**src/rtl/core/mtg_pkg.sv**
```systemverilog
// shared constants and types of the mt19937 generator
package mtg_pkg;

  localparam int WORD_W  = 32;
  localparam int WORDS   = 624;
  localparam int SHIFT   = 397;
  localparam int INDEX_W = $clog2(WORDS);

  localparam logic [WORD_W-1:0] INIT_MULT  = 32'd1812433253;
  localparam logic [WORD_W-1:0] MATRIX     = 32'h9908_B0DF;
  localparam logic [WORD_W-1:0] UPPER_MASK = 32'h8000_0000;
  localparam logic [WORD_W-1:0] LOWER_MASK = 32'h7FFF_FFFF;
  localparam logic [WORD_W-1:0] TEMPER_B   = 32'h9D2C_5680;
  localparam logic [WORD_W-1:0] TEMPER_C   = 32'hEFC6_0000;

  // action codes of an input beat
  localparam logic ACT_SEED = 1'b0;
  localparam logic ACT_DRAW = 1'b1;

  // selects what enters the tail of the cell chain
  typedef struct packed {
    logic               init_step;  // seeding walk in progress
    logic               load_seed;  // first word of a seed
    logic [INDEX_W-1:0] index;      // word index of the seeding walk
  } fb_ctrl_t;

endpackage

```
**src/rtl/core/mtg_feedback.sv**
```systemverilog
// twist, seeding recurrence and tempering for the chain tail
module mtg_feedback
  import mtg_pkg::*;
(
  input  fb_ctrl_t          ctrl,
  input  logic [WORD_W-1:0] seed,
  input  logic [WORD_W-1:0] head,
  input  logic [WORD_W-1:0] next,
  input  logic [WORD_W-1:0] far,
  input  logic [WORD_W-1:0] tail,
  output logic [WORD_W-1:0] word_in,
  output logic [WORD_W-1:0] tempered
);

  logic [WORD_W-1:0] y;
  logic [WORD_W-1:0] twisted;
  logic [WORD_W-1:0] mix;
  logic [WORD_W-1:0] init_word;
  logic [WORD_W-1:0] t1;
  logic [WORD_W-1:0] t2;
  logic [WORD_W-1:0] t3;

  // twist of the word at the head
  assign y       = (head & UPPER_MASK) | (next & LOWER_MASK);
  assign twisted = far ^ (y >> 1) ^ (y[0] ? MATRIX : '0);

  // initialization recurrence from the last word written
  assign mix       = tail ^ (tail >> 30);
  assign init_word = (mix * INIT_MULT) + {{(WORD_W-INDEX_W){1'b0}}, ctrl.index};

  always_comb begin
    if (ctrl.init_step) begin
      word_in = init_word;
    end else if (ctrl.load_seed) begin
      word_in = seed;
    end else begin
      word_in = twisted;
    end
  end

  assign t1       = twisted ^ (twisted >> 11);
  assign t2       = t1 ^ ((t1 << 7) & TEMPER_B);
  assign t3       = t2 ^ ((t2 << 15) & TEMPER_C);
  assign tempered = t3 ^ (t3 >> 18);

endmodule

```
**config.mk**
```make
export PLATFORM = sky130hd
export DESIGN_NAME = mtg_feedback
export DESIGN_NICKNAME = d
export VERILOG_FILES = /design/src/rtl/core/mtg_pkg.sv /design/src/rtl/core/mtg_feedback.sv
export SDC_FILE = /design/constraint.sdc
export NUM_CORES = 1
export LEC_CHECK = 0
export BUFFER_PORTS_ARGS = -buffer_cell sky130_fd_sc_hd__buf_4
export CAP_MARGIN = 5
export CORE_UTILIZATION = 35
export DETAILED_ROUTE_END_ITERATION = 12
export SYNTH_ARGS = -nofsm -noshare
export SYNTH_HDL_FRONTEND = slang
export SYNTH_SLANG_ARGS = --single-unit
```
**constraint.sdc**
```tcl
create_clock -name vclk -period 11.9
set_input_delay 0.595 -clock vclk [all_inputs]
set_output_delay 0.595 -clock vclk [all_outputs]
set_load 0.1 [all_outputs]
```
==> Word level (Yosys, flattened, before mapping) <==
Cells that the tools add are included.
{ "op_classes": {"add_sub_neg": 1, "multipliers": 1, "n_div": 0, "magnitude_cmp": 0, "eq_ne": 0, "shifts": 0, "n_mux": 3, "bitwise": 8, "reduce_logical": 0} }
{ "ops": {"columns": ["cell", "n"], "rows": [
  ["$mux W32", 3],
  ["$xor A32 B32 Y32", 3],
  ["$add A32 B10 Y32", 1],
  ["$mul A32 B31 Y32 const B", 1],
  ["$or A32 B31 Y32", 1],
  ["$xor A32 B14 Y32", 1],
  ["$xor A32 B2 Y32", 1],
  ["$xor A32 B21 Y32", 1],
  ["$xor A32 B31 Y32", 1]
]} }
{ "totals": {"register_bits": 0, "latchBits": 0, "ramBits": 0, "mem_bits_ro": 0, "in_bits": 172, "out_inout_bits": 64, "wordCells": 13, "memories": 0} }

==> Depth between registers and ports, before layout <==
{ "depth": {"depth_word": 7, "ltp_mapped": 25} }

==> Least setup slack after synthesis <==
OpenSTA, ideal clock, no wires.
{ "synth_timing": {"path_type": "input -> output", "from": "input port tail[1]", "to": "output port word_in[29]", "arrival_ps": 8419, "t_required_ps": 11305, "slack_ps": 2886, "stages": 24, "path_buffers": 0, "cell_sequence": "xor2_1 xor2_1 ha_1 or2_2 ha_1 inv_1 fa_1 inv_1 ha_1 fa_1 fa_1 fa_1 inv_1 fa_1 inv_1 ha_1 and3_1 and4_1 o2111a_1 o21ai_1 a31oi_1 o21ai_0 and3_1 o31ai_1"} }
{ "synth_between": {"elab_chain_len": 4} }
{ "synth_lines": {"columns": ["item", "line", "text"], "rows": [
  ["start, declared", "mtg_feedback.sv:10", "input logic [WORD_W-1:0] tail,"],
  ["$xor A32 B2 Y32", "mtg_feedback.sv:28", "assign mix = tail ^ (tail >> 30);"],
  ["$mul A32 B31 Y32", "mtg_feedback.sv:29", "assign init_word = (mix * INIT_MULT) + {{(WORD_W-INDEX_W){1'b0}}, ctrl.index};"],
  ["$add A32 B10 Y32", "mtg_feedback.sv:29", null],
  ["$mux W32", "mtg_feedback.sv:32", "if (ctrl.init_step) begin"],
  ["end, declared", "mtg_feedback.sv:11", "output logic [WORD_W-1:0] word_in,"]
]} }
Every way passes these cells.

==> Worst setup path in the final report <==
Ends and elaborated chain as after synthesis.

==> results.toml <==
[logic_synthesis]
syn-num-nets = 1647
yosysWarnings = 0
synth.area.top_cells = "fa_1 31%, ha_1 29%, inv_1 9.8%"
synth_common_cells = "262 x inv_1, 236 x ha_1, 153 x fa_1, 102 x xnor2_1, 55 x xor2_1"
synth_cell_type_count = 54
synth.most_common_cell = "inv_1"
yosys.area.top_type = "fa_1"
synth_cells = 1086
synth_area_mm2 = 0.01003
synth_top_area_share_pct = 30.53
ys_seq_area_share_pct = 0
postSynthAreaPerCell_um2 = 9.239

[setup_path]
worstPathArrival_ns = 7.20
cp_common_cell = "fa_1"
cp_top_family = "adder cells"
start_kind = "primary input"
required_ns = 11.31
slowest_delay_ns = 0.52
worst-path-buf-inv = 8
cp.depth = 28
slowest_stage = "fa_1"
path_class = "primary input to primary output"
crit_path_end_kind = "primary output"
path_max_fanout = 9

[global_route]
first_global_vias = 8239
grt_first_pass_wirelength_um = 43590
track_usage_pct = 19.29
antenna_found_initial = 0
overflow = 0
grt_max_degree = 37

[place]
port_buffers = 204
place_ws_ns = 4.106
hpwl_um = 24990
gp_congestion = 0.8957

[die]
io_pins = 236
dieWidth_um = 171.3
start_util_pct = 35.82
dieHeight_um = 171.3
row_count = 61
dieArea_mm2 = 0.02935
core_area_mm2 = 0.02801

[drt]
drt.antenna.violating_nets = 0
num_vias = 7764
via_per_inst = 4.700
wl_um = 27920
wl_met2_um = 13610
avgRoutedWirePerCell_um = 16.90
drt_iter0_drc = 176
wl_met3_um = 1049
wl_met1_um = 12510
drc = 0
maxUsedRoutingLayer = "met4"
drtPass1Iterations = 4

[sta]
drv_slew = 0
finalCritPeriodShare_pct = 65.47
setup_tns_ns = 0
setup-violations-final = 0
rsz0062_at_grt = "no"
worst_slew_pin_slew_ns = 0.8347
setup_ws_ns = 4.109
maxSlewHeadroom_pct = 44.29
final.min_clock_period_ns = 7.791
clock.fmax_mhz = 128.4
hold_violations = 0

[worst_hold_path]
worst_hold_path_type = "primary input to primary output"
whs_path_depth = 4

[cells_and_area]
final-seq-area_um2 = 0
n_antenna_cell = 0
syn_to_final_growth_pct = 19.49
drive_above_1_share_pct = 17.74
nNetsFinal = 1837
fillers = 2754
n_clock_buffer = 0
design.seq.count = 0

[cts]
cts_hold_buffers = 0
cts_setup_buffers = 0
post_cts_resized = 0

[run]
cap_violations = 0

[status]
outcome = "completed"
-- tightest hold or removal path, stage by stage --
cell and delay, ns:
buf_4 0.08, o211ai_1 0.09, o31ai_1 0.08, buf_4 0.29
-- kinds of logic after synthesis --
logic type,share of synthesized area (%)
muxes,1.309
adders and majority gates,59.96
xor gates and xnor gates,14.68
AOI/OAI and AO/OA,8.991
and+or+nand+nor,4.439
buffers and inverters,10.62
-- layout make-up --
cell class / count / area [um^2] / area share (%)
inverters: 263 / 987.2 / 8.234
multi-input cells: 803 / 8967 / 74.80
repair buffers: 208 / 1562 / 13.02
well taps: 378 / 473.0 / 3.945
-- worst paths after layout --
kind / start / end / slack (ns)
max: tail[1] / word_in[29] / 4.11
min: seed[29] / word_in[29] / 1.73
-- stage by stage --
stage	hold slack (ns)	cell area [um^2]	utilization, %	cells
5_1_grt	1.774	11990	42.80	1652
4_1_cts	1.742	11990	42.80	1652
3_5_place_dp	1.734	11990	42.80	1652
2_1_floorplan	1.744	10030	-	1086
3_3_place_gp	1.743	11990	42.80	1652
6_report	1.734	11990	42.80	1652
-- routing by layer --
metal | vias up | GRT usage, %
met4 | 0 | 4.736
met3 | 28 | 0.5062
met2 | 219 | 35.70
li1 | 3833 | -
met5 | - | 0
met1 | 3684 | 24.66
-- cells in the final DEF (no fill, tap or decap), types with 3 or more instances in the layout --
master and instances:
o211ai_1 13, nand3_1 6, xnor2_2 4, buf_4 208, xnor2_1 102, a21oi_1 47, o31ai_1 3, nand2_1 27
nor2_1 33, ha_1 236, xor2_1 55, inv_1 262, and3_1 4, o21a_1 3, o21ai_0 21, a211oi_1 12
a21o_1 7, o21ai_1 12, and2_1 4, or2_2 3, mux2i_1 12, nand2b_1 9, fa_1 153
Power is not shown: default switching activity piles up to over one toggle a cycle in this logic, so the estimate is an artifact.
