### src/rtl/core/mtg_pkg.sv
// shared constants and types of the mt19937 generator
package mtg_pkg;

  localparam int WORD_W  = 32;
  localparam int WORDS   = 624;
  localparam int SHIFT   = 397;
  localparam int INDEX_W = $clog2(WORDS);

  localparam logic [WORD_W-1:0] INIT_MULT  = 32'd1812433253;
  localparam logic [WORD_W-1:0] MATRIX     = 32'h9908_B0DF;
  localparam logic [WORD_W-1:0] UPPER_MASK = 32'h8000_0000;
  localparam logic [WORD_W-1:0] LOWER_MASK = 32'h7FFF_FFFF;
  localparam logic [WORD_W-1:0] TEMPER_B   = 32'h9D2C_5680;
  localparam logic [WORD_W-1:0] TEMPER_C   = 32'hEFC6_0000;

  // action codes of an input beat
  localparam logic ACT_SEED = 1'b0;
  localparam logic ACT_DRAW = 1'b1;

  // selects what enters the tail of the cell chain
  typedef struct packed {
    logic               init_step;  // seeding walk in progress
    logic               load_seed;  // first word of a seed
    logic [INDEX_W-1:0] index;      // word index of the seeding walk
  } fb_ctrl_t;

endpackage

### src/rtl/core/mtg_cell.sv
// one state word of the circular shift chain
module mtg_cell
  import mtg_pkg::*;
(
  input  logic              clk,
  input  logic              rst,
  input  logic              shift,
  input  logic [WORD_W-1:0] din,
  output logic [WORD_W-1:0] dout
);

  logic [WORD_W-1:0] word;

  always_ff @(posedge clk) begin
    if (rst) begin
      word <= '0;
    end else if (shift) begin
      word <= din;
    end
  end

  assign dout = word;

endmodule

### config.mk
export PLATFORM = sky130hd
export DESIGN_NAME = mtg_cell
export DESIGN_NICKNAME = d
export VERILOG_FILES = /design/src/rtl/core/mtg_pkg.sv /design/src/rtl/core/mtg_cell.sv
export SDC_FILE = /design/constraint.sdc
export NUM_CORES = 1
export LEC_CHECK = 0
export BUFFER_PORTS_ARGS = -buffer_cell sky130_fd_sc_hd__buf_2
export CORE_MARGIN = 3
export CORE_UTILIZATION = 42
export DETAILED_ROUTE_END_ITERATION = 12
export GPL_TIMING_DRIVEN = 0
export PLACE_DENSITY = 0.81
export SYNTH_ARGS = -nofsm -noshare
export SYNTH_HDL_FRONTEND = slang
export SYNTH_SLANG_ARGS = --single-unit
### constraint.sdc
create_clock -name clk -period 0.98 [get_ports clk]
set_input_delay 0.294 -clock clk [delete_from_list [all_inputs] [get_ports clk]]
set_output_delay 0.294 -clock clk [all_outputs]
set_load 0.1 [all_outputs]
Word-level counts from Yosys, hierarchy flattened
Cells that the tools add are included.
Widths: inputs -> output; s select.

word-level totals
  register bits after elaboration = 32
  input bits = 35
  output and inout bits = 32
  word-level logic and storage cells = 1

Longest topological paths before layout
Gate-level depths: netlist (run 1).

  word-level depth = 0
  mapped depth = 4
  depth with buffers taken out = 2

Worst setup path after synthesis (run 1)
OpenSTA, ideal clock, no wires.

  kind = flip-flop to flip-flop
  start point = register dout[0] (netlist name)
  end point = register word[0], in the netlist dout[0]
  setup time = 0.067 ns
  data arrival time = 1.173 ns
  required time = 0.913 ns
  setup slack = -0.260 ns
  stages on the path, launching flop included = 3
  path buffers = 0
  clock period less this slack = 1.240 ns
  path through = dfxtp_1 -> mux2i_1 -> nor2_1

RTL lines
  what                    line            source
  end signal: assignment  mtg_cell.sv:18  word <= din;
  end: declaration        mtg_cell.sv:12  logic [WORD_W-1:0] word;

Final worst setup path (run 1)
  start point = register word[12], in the netlist dout[12]
  end point = output dout[12]

RTL lines
  what              line           source
  end: declaration  mtg_cell.sv:9  output logic [WORD_W-1:0] dout

No word-level cell between the ends.

==> results.cfg, run 1 <==
[yosys]
yosys_register_bits = 32
synth_nets = 138
netlist_instances = 103
yosys.area.top_type = dfxtp_1
yosysWarnings = 0
ys_seq_area_frac = 0.5505
avgSynthCellArea_um2 = 11.30
synthTopCellsByArea = dfxtp_1, mux2i_1, nor2_1
synth_top_cell_area_share = 0.5505
synth_cell_types = 6
synth.cell_area_um2 = 1164

[pwr]
p_switching_uw = 1243
p_per_area_nw_per_um2 = 1680
seq_power_share = 0.408
power.internal_uw = 2373
leakage_uw = 0.001023
vdd_drop_max_mv = 1.509
power.share.combinational = 0.324
p_clk_frac = 0.268
swShare = 0.3438

[timing]
finClkSkew_ns = 0
period_minus_slack_ns = 1.176
slew_viol_final = 0
fmax_ghz = 0.8500
worst_pin_slew_ns = 0.4240
rsz0062_at_grt = true
hold_violations = 0
setup_viol = 32
slew_headroom = 0.7173
post-route-period-util = 1.200
setup_ws_ns = -0.1965
tns_ns = -5.929

[layout]
fin_nets = 213
layout-drive-gt1-share = 0.6201
num_antenna_cells = 0
final_cell_area_um2 = 2153
area_growth_syn_to_layout_pct = 85.05
largest_reg_flops = 32

[critical_path]
critical_path_depth = 1
r2r_start = dout[6]$_SDFFE_PP0P_
crit_slowest_cell = dfxtp_2
path_buf_inv = 1
reg2reg_depth = 3
crit_end = dout[12]
crit_fanout = 2
critical_path_arrival_ns = 0.88
timing.rr.end = dout[6]$_SDFFE_PP0P_
slowest_delay_ns = 0.37
worstSetupPathType = reg -> out
crit_start = dout[12]$_SDFFE_PP0P_
reg2reg_slack_ns = 0.18
path_delay_family = flip-flops
end_kind = output port
crit_chain = buf_12
cp.required_ns = 0.69
start_kind = flip-flop

[clocking]
clock_sinks = 32
clk_path_buf_depth = 2
hold_buffers = 0
cts_tree = done
clk-insertion-delay-late_ns = 0.33
root_buffer = clkbuf_4
cts.reportedPaths.clkPinSlew_ns = 0.10
cts_buffers = 5
ctsHtreeMaxLevel = 2

[floorplan]
io_pins = 67
core_area_um2 = 2545
die_area_um2 = 3438
core.rowCount = 18
die_h_um = 58.64
die_w_um = 58.64
start_util = 0.4572

[grt]
grt_first_pass_wirelength_mm = 5.333
grt_pass1_vias = 1183
grt_start_max_net_pins = 11
grt_remaining_overflow = 0
antenna_found_initial = 0
grt.total_usage = 0.2101

[place]
port_buffers = 65
dp_hpwl_mm = 2.090
place_area_um2 = 1567
gp_congestion = 0.7074

[detailed_routing]
drt-initial-drc-count = 12
vias_per_cell = 4.727
vias = 988
drt_wl_total_mm = 3.154
firstDrtPassIters = 4
ant_nets = 0
wl_per_cell_um = 15.09
drc = 0

[job]
maxCapViolations = 0

[status]
violations = setup timing
outcome = complete, but fails checks

[worst_hold_path]
hp-class = in -> reg
[timing repair]
action / in CTS / in global routing
setup buffers: 0 / 3
setup endpoints to repair: 32 / 32
resized for setup: 128 / 3
pin swaps: 0 / 0
[power by group through the flow]
stage / clock (µW) / combinational [µW] / sequential, µW
after floorplan: 0 / 180 / 2020
after global placement: 0 / 902 / 1450
after detailed placement: 0 / 916 / 1460
after CTS: 991 / 1160 / 1480
after global routing: 1030 / 1220 / 1480
final: 971 / 1170 / 1480
[synthesized netlist by cell type, drive strengths merged]
cell type / instances
nor2: 32
clkbuf: 3
dfxtp: 32
buf: 4
mux2i: 32
[cells by family (layout without fill, tap and decap cells)]
group / after synthesis / count (layout) / synth area share
multiplexers: 32 / 32 / 0.2753
flip-flops: 32 / 32 / 0.5505
AND/OR/NAND/NOR: 32 / 32 / 0.1032
buffers and inverters: 7 / 83 / 0.07097
[area by class of cell]
cell class | count | area (µm²)
plain buffers | 7 | 82.58
fillers | 148 | 391.6
clock inverters | 2 | 35.03
multi-input cells | 64 | 440.4
clock buffers | 6 | 41.29
flip-flops and latches | 32 | 688.2
well taps | 30 | 37.54
repair buffers | 68 | 828.3
[cells in the final DEF (no fill, tap or decap)]
| master | count |
|---|---|
| dfxtp_4 | 3 |
| buf_12 | 35 |
| clkinv_2 | 1 |
| buf_2 | 33 |
| buf_4 | 3 |
| nor2_1 | 32 |
| bufinv_16 | 1 |
| dfxtp_2 | 29 |
| clkbuf_1 | 4 |
| buf_6 | 1 |
| mux2i_1 | 32 |
| clkbuf_4 | 5 |
[worst min path at each step]
stage                                     from                     to  slack, ns  depth (start not counted)
final                                      rst  dout[31]$_SDFFE_PP0P_       0.17                          2
after global routing                       rst  dout[31]$_SDFFE_PP0P_       0.18                          2
after CTS                                  rst  dout[31]$_SDFFE_PP0P_       0.16                          2
after detailed placement  dout[0]$_SDFFE_PP0P_   dout[0]$_SDFFE_PP0P_       0.47                          2
after global placement    dout[8]$_SDFFE_PP0P_   dout[8]$_SDFFE_PP0P_       0.46                          2
after floorplan                            rst  dout[29]$_SDFFE_PP0P_       0.36                          1
[per-stage QoR]
| stage | hold slack [ns] | total power (µW) | cells | setup slack (ns) | utilization |
|---|---|---|---|---|---|
| after global routing | 0.1844 | 3735 | 209 | -0.2238 | 0.8461 |
| after floorplan | 0.3590 | 2205 | 103 | 0.05228 | - |
| after detailed placement | 0.4740 | 2376 | 198 | -0.06554 | 0.6155 |
| final | 0.1719 | 3617 | 209 | -0.1965 | 0.8461 |
| after CTS | 0.1598 | 3627 | 206 | -0.2105 | 0.8343 |
| after global placement | 0.4591 | 2356 | 198 | -0.03771 | 0.6155 |
[layer usage]
layer  global-route usage  vias up  part of all wire
met5                    0        -                 0
met1               0.2027      446              0.35
met4               0.1036        0             0.023
met2               0.3939       44              0.55
met3              0.07018       10             0.075
li1                     -      488                 -
(Power assumes the default switching activity.)
==> inputs of run 2 (changes only) <==
--- a/config.mk
+++ b/config.mk
@@ -5,7 +5,7 @@
 export SDC_FILE = /design/constraint.sdc
 export NUM_CORES = 1
 export LEC_CHECK = 0
-export BUFFER_PORTS_ARGS = -buffer_cell sky130_fd_sc_hd__buf_2
+export BUFFER_PORTS_ARGS = -buffer_cell sky130_fd_sc_hd__clkbuf_2
 export CORE_MARGIN = 3
 export CORE_UTILIZATION = 42
 export DETAILED_ROUTE_END_ITERATION = 12
==> run 2 against run 1 <==
Compared with the run above:
- combinational power increased by 6%
- critical path depth unchanged
- the flow still finishes with violations (setup timing)
- sequential power hardly changed
- first-iteration DRC count rose to 2.5 times the previous value
- routed wire length is 19% higher
- die area unchanged
- register-to-register slack about the same
- final area rose by 7.3%
- largest power group unchanged
- non-clock buffer count is 3 higher
==> results.cfg, run 2 (same netlist as run 1, synthesis figures left out) <==
[status]
outcome = complete, but fails checks
violations = setup timing

[critical_path]
reg2reg_slack_ns = 0.18
crit_fanout = 2
slowest_delay_ns = 0.37
path_buf_inv = 1
worstSetupPathType = reg -> out
crit_slowest_cell = dfxtp_2
critical_path_arrival_ns = 0.89
r2r_start = dout[4]$_SDFFE_PP0P_
timing.rr.end = dout[4]$_SDFFE_PP0P_
reg2reg_depth = 3
path_delay_family = flip-flops
crit_chain = clkbuf_16
cp.required_ns = 0.69
start_kind = flip-flop
end_kind = output port

[timing]
setup_ws_ns = -0.2048
post-route-period-util = 1.209
setup_viol = 32
period_minus_slack_ns = 1.185
fin_hold_ws_ns = 0.2066
slew_viol_final = 0
rsz0062_at_grt = true
slew_headroom = 0.6961
tns_ns = -6.046
finClkSkew_ns = 0
worst_pin_slew_ns = 0.4559
fmax_ghz = 0.8440
hold_violations = 0

[detailed_routing]
drt_wl_total_mm = 3.738
drc = 0
ant_nets = 0
firstDrtPassIters = 5
drt-initial-drc-count = 30
vias = 1040
vias_per_cell = 4.906
wl_per_cell_um = 17.63

[job]
maxCapViolations = 0

[layout]
multi_input_area_um2 = 440.4
regArea_um2 = 680.7
final_cell_mix = clkbuf_2, mux2i_1, nor2_1, dfxtp_2, clkbuf_16
area_growth_syn_to_layout_pct = 98.60
layout-drive-gt1-share = 0.6209
fin_nets = 216
largest_reg_flops = 32
final_common_cell = clkbuf_2
n_fill_cell = 94
num_antenna_cells = 0

[worst_hold_path]
hp-class = in -> reg
hp-start = rst
min_path_cells = 2
hold_end = dout[31]$_SDFFE_PP0P_

[grt]
grt_start_max_net_pins = 11
antenna_found_initial = 0
grt.total_usage = 0.2295
grt_remaining_overflow = 0
grt_pass1_vias = 1220
grt_first_pass_wirelength_mm = 5.720

[floorplan]
die_h_um = 58.64
core_area_um2 = 2545
io_pins = 67
start_util = 0.4572
die_w_um = 58.64
core.rowCount = 18
die_area_um2 = 3438

[clocking]
clk-insertion-delay-late_ns = 0.32
ctsHtreeMaxLevel = 2
root_buffer = clkbuf_4
hold_buffers = 0
cts_tree = done
clk_path_buf_depth = 2
clock_sinks = 32
cts_buffers = 5
cts.reportedPaths.clkPinSlew_ns = 0.09

[pwr]
p_switching_uw = 1217
leakage_uw = 0.001116
p_clk_frac = 0.218
vdd_drop_max_mv = 1.300
power.internal_uw = 2251
swShare = 0.3510
seq_power_share = 0.425
power.share.combinational = 0.358
p_per_area_nw_per_um2 = 1501

[place]
gp_congestion = 0.7078
port_buffers = 65
## run 2: changes by cell type in the layout (fill, tap and decap cells not counted), moves of 3 or more
cell       change
clkbuf_16     +32
buf_4          +3
dfxtp_2        +3
buf_2         -33
buf_12        -32
dfxtp_4        -3
clkbuf_2      +33
## run 2: power groups by stage
stage	Sequential (µW)	Clock (µW)	Combinational, µW
2_1_floorplan	2020	0	180
3_3_place_gp	1460	0	900
3_5_place_dp	1460	0	913
4_1_cts	1470	784	1210
5_1_grt	1480	836	1280
6_report	1470	755	1240
## run 2: layout make-up
type | count | share of cell area
timing repair buffer | 71 | 0.4375
sequential | 32 | 0.2945
multi-input combinational | 64 | 0.1906
buffer | 7 | 0.03573
clock buffer | 8 | 0.02545
tap | 30 | 0.01624
## run 2: how the worst max path moves through the flow
stage                     slack, ns                   from       end  cells past startpoint
after CTS                     -0.21  dout[29]$_SDFFE_PP0P_  dout[29]                      1
after floorplan                0.05   dout[0]$_SDFFE_PP0P_   dout[0]                      0
final                         -0.20  dout[29]$_SDFFE_PP0P_  dout[29]                      1
after global routing          -0.25  dout[29]$_SDFFE_PP0P_  dout[29]                      1
after global placement        -0.07  dout[31]$_SDFFE_PP0P_  dout[31]                      1
after detailed placement      -0.08   dout[4]$_SDFFE_PP0P_   dout[4]                      1
## run 2: repair_timing
item | 4_1_cts | 5_1_grt
resized for setup | 96 | 0
pin swaps | 0 | 0
setup endpoints to repair | 32 | 32
buffers inserted | 1 | 5
hold endpoints to repair | 0 | 0
## run 2: layer usage
metal	global-route usage	vias up	wire length, µm
met2	0.4434	49	2065
li1	-	492	-
met3	0.07675	10	255
met4	0.1100	0	122
met1	0.2117	489	1294
met5	0	-	0
## run 2: stage by stage
step | utilization | std cells | instance area (µm²) | total power (µW) | setup WS (ns)
3_3_place_gp | 0.6155 | 198 | 1567 | 2356 | -0.07017
2_1_floorplan | - | 103 | 1204 | 2205 | 0.05228
4_1_cts | 0.8933 | 207 | 2273 | 3457 | -0.2095
3_5_place_dp | 0.6155 | 198 | 1567 | 2376 | -0.08022
6_report | 0.9081 | 212 | 2311 | 3469 | -0.2048
5_1_grt | 0.9081 | 212 | 2311 | 3592 | -0.2452
